**config.mk**
```make
export PLATFORM = sky130hd
export DESIGN_NAME = psg_register_clock_rescaler_core
export DESIGN_NICKNAME = d
export VERILOG_FILES = /design/src/prcr_pkg.sv /design/src/prcr_ctrl.sv /design/src/prcr_datapath.sv /design/src/psg_register_clock_rescaler_core.sv
export SDC_FILE = /design/constraint.sdc
export NUM_CORES = 1
export LEC_CHECK = 0
export BUFFER_PORTS_ARGS = -buffer_cell sky130_fd_sc_hd__buf_2
export CORE_ASPECT_RATIO = 1.75
export CORE_MARGIN = 8
export CORE_UTILIZATION = 65
export CTS_CLUSTER_DIAMETER = 80
export DETAILED_ROUTE_END_ITERATION = 8
export PLACE_DENSITY_LB_ADDON = 0.12
export SYNTH_ARGS = -nofsm -noshare
export SYNTH_HDL_FRONTEND = slang
export SYNTH_SLANG_ARGS = --single-unit
```
**constraint.sdc**
```tcl
create_clock -name clk -period 7.05 [get_ports clk]
set_input_delay 1.0575 -clock clk [delete_from_list [all_inputs] [get_ports clk]]
set_output_delay 1.0575 -clock clk [all_outputs]
set_load 0.02 [all_outputs]
```
**src/prcr_pkg.sv**
```systemverilog
// Shared types and constants of the sound-chip register clock rescaler.
// No dependencies; imported by the controller, the datapath and the top level.
package prcr_pkg;

	localparam int IDX_W   = 4;
	localparam int BYTE_W  = 8;
	localparam int CLK_W   = 16;
	localparam int PROD_W  = 32;
	localparam int CFG_IDX_W = 2;
	localparam int DIV_STEPS = PROD_W;
	localparam int CNT_W   = $clog2(DIV_STEPS);

	localparam logic [CLK_W-1:0] TARGET_RESET = 16'd2500;
	localparam logic [CLK_W-1:0] SOURCE_RESET = 16'd2000;

	localparam logic [CFG_IDX_W-1:0] CFG_TARGET = 2'd0;
	localparam logic [CFG_IDX_W-1:0] CFG_SOURCE = 2'd1;

	localparam logic [IDX_W-1:0] REG_NOISE  = 4'd6;
	localparam logic [IDX_W-1:0] REG_MIXER  = 4'd7;
	localparam logic [IDX_W-1:0] REG_ENV_LO = 4'd11;
	localparam logic [IDX_W-1:0] REG_ENV_HI = 4'd12;
	localparam logic [IDX_W-1:0] REG_SHAPE  = 4'd13;

	localparam logic [BYTE_W-1:0] MASK_MIXER = 8'h3F;
	localparam logic [BYTE_W-1:0] MASK_LEVEL = 8'h1F;
	localparam logic [BYTE_W-1:0] MASK_SHAPE = 8'h0F;
	localparam logic [BYTE_W-1:0] NOISE_MAX  = 8'd31;
	localparam logic [BYTE_W-1:0] BYTE_MAX   = 8'hFF;

	typedef enum logic [2:0] {
		OP_HOLD,
		OP_TONE,
		OP_NOISE,
		OP_MASK,
		OP_ENV,
		OP_DROP
	} op_t;

	typedef enum logic [1:0] {
		EMIT_NONE,
		EMIT_FIRST,
		EMIT_LAST
	} emit_t;

	typedef enum logic [2:0] {
		ST_IDLE,
		ST_MUL,
		ST_DIV,
		ST_WR_FIRST,
		ST_WR_LAST
	} state_t;

	typedef struct packed {
		logic  load;
		logic  mul;
		logic  div_step;
		emit_t emit;
	} cmd_t;

	typedef struct packed {
		op_t  in_op;
		op_t  cur_op;
		logic div_last;
		logic out_free;
	} sts_t;

	function automatic op_t decode_op(input logic [IDX_W-1:0] idx);
		op_t op;
		case (idx) inside
			4'd0, 4'd2, 4'd4, 4'd11: op = OP_HOLD;
			4'd1, 4'd3, 4'd5:        op = OP_TONE;
			4'd6:                    op = OP_NOISE;
			4'd7, [4'd8:4'd10], 4'd13: op = OP_MASK;
			4'd12:                   op = OP_ENV;
			default:                 op = OP_DROP;
		endcase
		return op;
	endfunction

endpackage

```
**src/prcr_ctrl.sv**
```systemverilog
// Sequencing state machine of the clock rescaler.
// Depends on prcr_pkg; drives the datapath through cmd_t, reads sts_t back.
module prcr_ctrl (
	input  logic            clk,
	input  logic            arst_n,
	input  logic            s_tvalid,
	output logic            s_tready,
	input  prcr_pkg::sts_t  sts,
	output prcr_pkg::cmd_t  cmd
);
	import prcr_pkg::*;

	state_t state_q, state_next;

	always_ff @(posedge clk or negedge arst_n) begin
		if (!arst_n) begin
			state_q <= ST_IDLE;
		end else begin
			state_q <= state_next;
		end
	end

	always_comb begin
		state_next = state_q;
		case (state_q)
			ST_IDLE: begin
				if (s_tvalid) begin
					case (sts.in_op)
						OP_MASK:                   state_next = ST_WR_LAST;
						OP_TONE, OP_NOISE, OP_ENV: state_next = ST_MUL;
						default:                   state_next = ST_IDLE;
					endcase
				end
			end
			ST_MUL: state_next = ST_DIV;
			ST_DIV: begin
				if (sts.div_last) begin
					if (sts.cur_op == OP_TONE || sts.cur_op == OP_ENV) begin
						state_next = ST_WR_FIRST;
					end else begin
						state_next = ST_WR_LAST;
					end
				end
			end
			ST_WR_FIRST: begin
				if (sts.out_free) begin
					state_next = ST_WR_LAST;
				end
			end
			ST_WR_LAST: begin
				if (sts.out_free) begin
					state_next = ST_IDLE;
				end
			end
			default: state_next = ST_IDLE;
		endcase
	end

	always_comb begin
		s_tready     = 1'b0;
		cmd.load     = 1'b0;
		cmd.mul      = 1'b0;
		cmd.div_step = 1'b0;
		cmd.emit     = EMIT_NONE;
		case (state_q)
			ST_IDLE: begin
				s_tready = 1'b1;
				cmd.load = s_tvalid;
			end
			ST_MUL:      cmd.mul = 1'b1;
			ST_DIV:      cmd.div_step = 1'b1;
			ST_WR_FIRST: cmd.emit = EMIT_FIRST;
			ST_WR_LAST:  cmd.emit = EMIT_LAST;
			default: ;
		endcase
	end

endmodule

```
**src/prcr_datapath.sv**
```systemverilog
// Datapath of the clock rescaler: config registers, held low byte, multiplier,
// bit-serial restoring divider and the output word register. Depends on prcr_pkg.
module prcr_datapath (
	input  logic                              clk,
	input  logic                              arst_n,
	input  logic                              cfg_we,
	input  logic [prcr_pkg::CFG_IDX_W-1:0]    cfg_index,
	input  logic [prcr_pkg::CLK_W-1:0]        cfg_data,
	input  logic [prcr_pkg::IDX_W-1:0]        in_idx,
	input  logic [prcr_pkg::BYTE_W-1:0]       in_val,
	input  prcr_pkg::cmd_t                    cmd,
	output prcr_pkg::sts_t                    sts,
	output logic                              out_valid,
	input  logic                              out_ready,
	output logic [prcr_pkg::IDX_W-1:0]        out_reg,
	output logic [prcr_pkg::BYTE_W-1:0]       out_val,
	output logic                              out_last
);
	import prcr_pkg::*;

	logic [CLK_W-1:0]  target_q, source_q;
	logic [BYTE_W-1:0] held_q;
	logic [IDX_W-1:0]  idx_q;
	logic [BYTE_W-1:0] val_q;
	op_t               op_q;
	logic [CLK_W-1:0]  x_q;
	logic [PROD_W-1:0] quo_q;
	logic [CLK_W-1:0]  rem_q;
	logic [CNT_W-1:0]  cnt_q;
	logic              out_valid_q;
	logic [IDX_W-1:0]  out_reg_q;
	logic [BYTE_W-1:0] out_val_q;
	logic              out_last_q;

	op_t               in_op;
	logic [CLK_W-1:0]  x_next;
	logic [PROD_W-1:0] prod;
	logic [CLK_W:0]    rem_sh;
	logic              fits;
	logic              out_free;
	logic              sat_env, sat_noise;
	logic [IDX_W-1:0]  e_reg;
	logic [BYTE_W-1:0] e_val;
	logic [BYTE_W-1:0] mask_val;

	assign in_op    = decode_op(in_idx);
	assign out_free = !out_valid_q || out_ready;
	assign prod     = PROD_W'(x_q) * PROD_W'(target_q);
	assign rem_sh   = {rem_q, quo_q[PROD_W-1]};
	assign fits     = rem_sh >= {1'b0, source_q};
	assign sat_env   = |quo_q[PROD_W-1:2*BYTE_W];
	assign sat_noise = |quo_q[PROD_W-1:5];

	assign sts.in_op    = in_op;
	assign sts.cur_op   = op_q;
	assign sts.div_last = cnt_q == CNT_W'(DIV_STEPS - 1);
	assign sts.out_free = out_free;

	// Build the period to be scaled from the arriving byte and the held low byte
	always_comb begin
		case (in_op)
			OP_TONE:  x_next = {4'b0, in_val[3:0], held_q};
			OP_NOISE: x_next = {11'b0, in_val[4:0]};
			OP_ENV:   x_next = {in_val, held_q};
			default:  x_next = '0;
		endcase
	end

	always_comb begin
		case (idx_q)
			REG_MIXER: mask_val = val_q & MASK_MIXER;
			REG_SHAPE: mask_val = val_q & MASK_SHAPE;
			default:   mask_val = val_q & MASK_LEVEL;
		endcase
	end

	always_comb begin
		e_reg = idx_q;
		e_val = '0;
		case (op_q)
			OP_TONE: begin
				if (cmd.emit == EMIT_FIRST) begin
					e_reg = IDX_W'(idx_q - 4'd1);
					e_val = quo_q[7:0];
				end else begin
					e_val = {4'b0, quo_q[11:8]};
				end
			end
			OP_ENV: begin
				if (cmd.emit == EMIT_FIRST) begin
					e_reg = REG_ENV_LO;
					e_val = sat_env ? BYTE_MAX : quo_q[7:0];
				end else begin
					e_reg = REG_ENV_HI;
					e_val = sat_env ? BYTE_MAX : quo_q[15:8];
				end
			end
			OP_NOISE: begin
				e_reg = REG_NOISE;
				e_val = sat_noise ? NOISE_MAX : {3'b0, quo_q[4:0]};
			end
			OP_MASK: e_val = mask_val;
			default: ;
		endcase
	end

	always_ff @(posedge clk or negedge arst_n) begin
		if (!arst_n) begin
			target_q <= TARGET_RESET;
			source_q <= SOURCE_RESET;
		end else if (cfg_we) begin
			if (cfg_index == CFG_TARGET) begin
				target_q <= cfg_data;
			end else if (cfg_index == CFG_SOURCE) begin
				source_q <= cfg_data;
			end
		end
	end

	always_ff @(posedge clk or negedge arst_n) begin
		if (!arst_n) begin
			held_q <= '0;
			op_q   <= OP_DROP;
		end else if (cmd.load) begin
			op_q <= in_op;
			if (in_op == OP_HOLD) begin
				held_q <= in_val;
			end
		end
	end

	always_ff @(posedge clk) begin
		if (cmd.load) begin
			idx_q <= in_idx;
			val_q <= in_val;
			x_q   <= x_next;
		end
	end

	// Restoring divide, one quotient bit a cycle; quotient shifts in behind the dividend
	always_ff @(posedge clk or negedge arst_n) begin
		if (!arst_n) begin
			cnt_q <= '0;
		end else if (cmd.mul) begin
			cnt_q <= '0;
		end else if (cmd.div_step) begin
			cnt_q <= CNT_W'(cnt_q + 1'b1);
		end
	end

	always_ff @(posedge clk) begin
		if (cmd.mul) begin
			quo_q <= prod;
			rem_q <= '0;
		end else if (cmd.div_step) begin
			quo_q <= {quo_q[PROD_W-2:0], fits};
			rem_q <= fits ? CLK_W'(rem_sh - {1'b0, source_q}) : rem_sh[CLK_W-1:0];
		end
	end

	always_ff @(posedge clk or negedge arst_n) begin
		if (!arst_n) begin
			out_valid_q <= 1'b0;
		end else if (cmd.emit != EMIT_NONE && out_free) begin
			out_valid_q <= 1'b1;
		end else if (out_ready) begin
			out_valid_q <= 1'b0;
		end
	end

	always_ff @(posedge clk) begin
		if (cmd.emit != EMIT_NONE && out_free) begin
			out_reg_q  <= e_reg;
			out_val_q  <= e_val;
			out_last_q <= cmd.emit == EMIT_LAST;
		end
	end

	assign out_valid = out_valid_q;
	assign out_reg   = out_reg_q;
	assign out_val   = out_val_q;
	assign out_last  = out_last_q;

endmodule

```
**src/psg_register_clock_rescaler_core.sv**
```systemverilog
// Sound-chip register clock rescaler, top level: controller plus datapath.
// Tone, noise and envelope bytes pass from acceptance through the multiply, the
// bit-serial 32-step divider and an output load to the first word; masked bytes go
// straight to the output load. A new byte is taken only once the last word of the
// previous one has been loaded into the output register. Reset
// (arst_n, async) clears the held low byte, empties the output and loads 2500 / 2000 kHz.
module psg_register_clock_rescaler_core (
	input  logic                           clk,
	input  logic                           arst_n,
	// Configuration writes
	input  logic                           cfg_we,
	input  logic [prcr_pkg::CFG_IDX_W-1:0] cfg_index,
	input  logic [prcr_pkg::CLK_W-1:0]     cfg_data,
	// Input words
	input  logic                           s_tvalid,
	output logic                           s_tready,
	input  logic [15:0]                    s_tdata,  // [3:0] reg_index, [11:4] reg_value
	// Output words
	output logic                           m_tvalid,
	input  logic                           m_tready,
	output logic [15:0]                    m_tdata,  // [3:0] chip_reg, [11:4] chip_value
	output logic                           m_tlast   // last_write
);
	import prcr_pkg::*;

	cmd_t              cmd;
	sts_t              sts;
	logic [IDX_W-1:0]  out_reg;
	logic [BYTE_W-1:0] out_val;

	// Controller: accepts a word only when idle, then steps multiply, divide and writes as the byte needs
	prcr_ctrl u_ctrl (
		.clk      (clk),
		.arst_n   (arst_n),
		.s_tvalid (s_tvalid),
		.s_tready (s_tready),
		.sts      (sts),
		.cmd      (cmd)
	);

	// Datapath: holds the result word in its output register so the sink may stall
	prcr_datapath u_dp (
		.clk       (clk),
		.arst_n    (arst_n),
		.cfg_we    (cfg_we),
		.cfg_index (cfg_index),
		.cfg_data  (cfg_data),
		.in_idx    (s_tdata[3:0]),
		.in_val    (s_tdata[11:4]),
		.cmd       (cmd),
		.sts       (sts),
		.out_valid (m_tvalid),
		.out_ready (m_tready),
		.out_reg   (out_reg),
		.out_val   (out_val),
		.out_last  (m_tlast)
	);

	// Pack the write and pad the top nibble with zeros
	assign m_tdata = {4'b0, out_val, out_reg};

endmodule

```
==> PnR_summary.wiki <==
{| class="wikitable"
! Metric !! Value
|-
| Status || complete, no violations
|-
| Register bank with the most flops || u_dp.quo_q
|-
| Number of I/O port buffers || 49
|-
| Site Rows || 74
|-
| Initial Util || 0.655
|-
| Total number of clock tree sinks || 139
|-
| Hold Path Sink || u_dp.rem_q[13]
|-
| Reg2Reg Depth || 19
|-
| Wire length of the first global-routing pass || about 60000 µm
|-
| Initial antenna violation count || 0
|-
| Antenna Violating Nets Remaining || 0
|-
| Arrival time reported for the critical path endpoint || 6920 ps
|-
| Crit path capture type || flip-flop
|-
| Warnings from Yosys || 0
|-
| Worst hold start || u_dp.rem_q[13]
|-
| Filler Cell Count || 1800
|-
| Sequential standard cell area || 3770 µm²
|-
| Grt ovf || 0
|-
| Summed instance area of the synthesized netlist || 15200 µm²
|-
| Clock skew after layout || 9.94 ps
|-
| Max frequency || 0.148 GHz
|-
| Worst min path class || flip-flop to flip-flop
|-
| CTS tree || yes
|-
| Chip width || ~130 µm
|-
| Top delay family on crit path || adder cells
|-
| R2r endpoint || u_dp.quo_q[31]
|-
| Flop2flop setup slack || 300 ps
|-
| Primary flip-flop cell chosen by synthesis mapping || edfxtp_1
|-
| Netlist cell types || 68
|-
| Number of buffers and inverters on the critical path || 2
|-
| Syn avg cell area || 9.59 µm²
|-
| Synthesized flop and latch total || 139
|-
| Library cell used as clock root buffer || clkbuf_16
|-
| Worst slack at placement || ~250 ps
|-
| Slew Limit Headroom || 0.161
|-
| Ordered cell list for the critical path || and2_1 -> fa_1 -> fa_1 -> fa_1 -> fa_1 -> fa_1 -> inv_1 -> fa_1 -> inv_1 -> ha_1 -> a21oi_1 -> nand2_1 -> a211oi_2 -> a211oi_2 -> a221o_1 -> o41ai_2 -> o21ai_1 -> xnor2_1 -> o21ai_1
|-
| Max Buffers Root-to-Sink || 2
|-
| Largest register FFs || 32
|-
| Final cycle utilization of the critical path || 0.957
|-
| Pre-antenna DRT Iters || 5
|-
| Area occupied by multi-input gates || ~10000 µm²
|-
| Via count of the first global-routing pass || 12182
|-
| Type of the worst setup path || flip-flop to flip-flop
|-
| Asr flop ratio synth || 0.374
|-
| CTS Hold Buffers Added || 0
|-
| Fin crit period || 6750 ps
|-
| Io pins || between 50 and 60
|-
| Ant diodes || 0
|-
| Dominant cells by area after synthesis || fa_1 (26%), edfxtp_1 (14%), ha_1 (10%)
|-
| First DRT Iteration DRCs || 600
|-
| Total vias in the final route || 11334
|-
| Core Footprint || 23100 µm²
|-
| CTS Buf Count || 17
|-
| Post-synthesis instance total || 1582
|-
| DRC errors left || 0
|-
| Post-synthesis sequential area ratio || 0.249
|-
| Final routed wirelength across all metal layers || 35800 µm
|-
| Number of flops mapped to enable cells by yosys || 71
|-
| Beginning of the worst register-to-register path || u_dp.x_q[3]
|-
| CTS H-Tree Depth || 4
|-
| Global placer's final weighted congestion || 0.935
|-
| Final count of negative-setup-slack endpoints || 0
|-
| Worst endpoint required time || 7220 ps
|-
| Transition time at the pin with the least slew margin || 1250 ps
|-
| Proportion of netlist area held by the largest area contributor || 0.257
|-
| HPWL after detailed placement || 28300 µm
|-
| Maximum Capacitance Violations || 0
|-
| Total count of max-transition violations in the final report || 0
|-
| Fraction of layout instances using a drive strength above 1 || 0.122
|-
| Clk_lat worst skew || about 440 ps
|-
| GRT Util Overall || 0.263
|-
| Final Hold Viols || 0
|-
| Largest net degree at the start of global routing || 60
|-
| Total Die Area || around 29000 µm²
|-
| Drt wl/cell || roughly 18 µm
|-
| Cell type of the slowest stage on the worst timing path || edfxtp_1
|-
| Library cell occupying the most area in the post-synthesis netlist || fa_1
|-
| Worst path setup slack after routing || 304 ps
|-
| Hold path depth || 2
|-
| Most Frequent Cell on Critical Path || fa_1
|-
| Setup repair after global routing missed its margin || false
|-
| Sum of negative setup slack || 0 ps
|-
| Vias per Instance || around 5.8
|-
| Critical Path Stages || 19
|-
| Number of nets in the final layout || 1991
|-
| Synthesis-to-layout area growth || 8.79%
|-
| CTS clock-pin slew for the worst setup and hold paths || 70 ps
|-
| Maximum fanout encountered on the critical timing path || 15
|-
| Type of element launching the critical path || flip-flop
|-
| DIE HEIGHT || roughly 220 µm
|-
| Stage delay of the slowest cell on the critical path || 710 ps
|}
[synth_stat cells, types with 13 or more instances]
library cell and n:
a21o_1 18, a21oi_1 54, and2_1 130, clkbuf_1 55, dfrtp_1 39, dfstp_2 13
dfxtp_1 16, edfxtp_1 71, fa_1 195, ha_1 125, inv_1 260, mux2_2 45
nand2_1 230, nand3_1 17, nand4_1 14, nor2_1 42, nor3_1 16, o21ai_0 62
xnor2_1 18, xor2_1 19
[cell type report]
cell class              count  share of cell area
flip-flops and latches    139               0.229
clock buffers              17              0.0258
inverters                 260              0.0592
repair buffers             93              0.0364
well taps                 304              0.0231
clock inverters            15              0.0100
multi-input cells        1121               0.617
[tightest hold or removal path, stage by stage, from the launching register on]
cell and delay, ps:
dfxtp_1 320, nand2_1 50, o21ai_1 50
[routing by layer]
metal / wire length [µm] / track usage / part of all wire / up-vias
met5: 0 / 0 / 0 / -
met4: 1610 / 0.135 / 0.045 / 0
met3: 1370 / 0.0321 / 0.038 / 112
met2: 19900 / 0.501 / 0.56 / 324
met1: 12900 / 0.277 / 0.36 / 5696
li1: - / - / - / 5202
[worst max-delay path by stage]
stage	startpoint	endpoint	slack [ps]
after floorplan	u_dp.target_q[7]	u_dp.quo_q[31]	740
after global placement	u_dp.x_q[7]	u_dp.quo_q[31]	290
after detailed placement	u_dp.x_q[10]	u_dp.quo_q[31]	250
after CTS	u_dp.x_q[10]	u_dp.quo_q[31]	210
after global routing	u_dp.x_q[3]	u_dp.quo_q[31]	30
final	u_dp.x_q[3]	u_dp.quo_q[31]	300
[through the flow]
stage / util / instance area [µm²] / hold WS (ps) / instances
after floorplan: - / 15200 / 442 / 1585
after global placement: 0.683 / 15800 / 454 / 1907
after detailed placement: 0.683 / 15800 / 464 / 1907
after CTS: 0.708 / 16400 / 472 / 1939
after global routing: 0.713 / 16500 / 511 / 1949
final: 0.713 / 16500 / 469 / 1949
[cells by family (layout without fill, tap and decap cells)]
logic type / count (synthesis) / in the layout / share of synthesized area
adders and majority gates: 320 / 320 / 0.361
AOI/OAI and AO/OA: 214 / 214 / 0.0921
xor gates and xnor gates: 37 / 37 / 0.0214
and+or+nand+nor: 496 / 496 / 0.159
buffers and inverters: 325 / 385 / 0.0818
other: 1 / 4 / 0.000247
muxes: 50 / 50 / 0.0367
DFF: 139 / 139 / 0.249
[timing repair]
item,4_1_cts,5_1_grt
setup endpoints to repair,0,5
gates resized for setup,0,2
setup buffers,0,10
[cells in the final DEF, fill, tap and decap left out, types with 18 or more instances in the layout]
cell type / count
dfrtp_1: 38
fa_1: 195
a21o_1: 18
nor2_1: 42
buf_2: 49
o21ai_0: 62
mux2_2: 45
nand2_1: 230
xor2_1: 19
edfxtp_1: 71
buf_4: 42
a21oi_1: 54
and2_1: 130
ha_1: 125
xnor2_1: 18
inv_1: 260
Power is not shown: default switching activity piles up to over one toggle a cycle in this logic, so the estimate is an artifact.
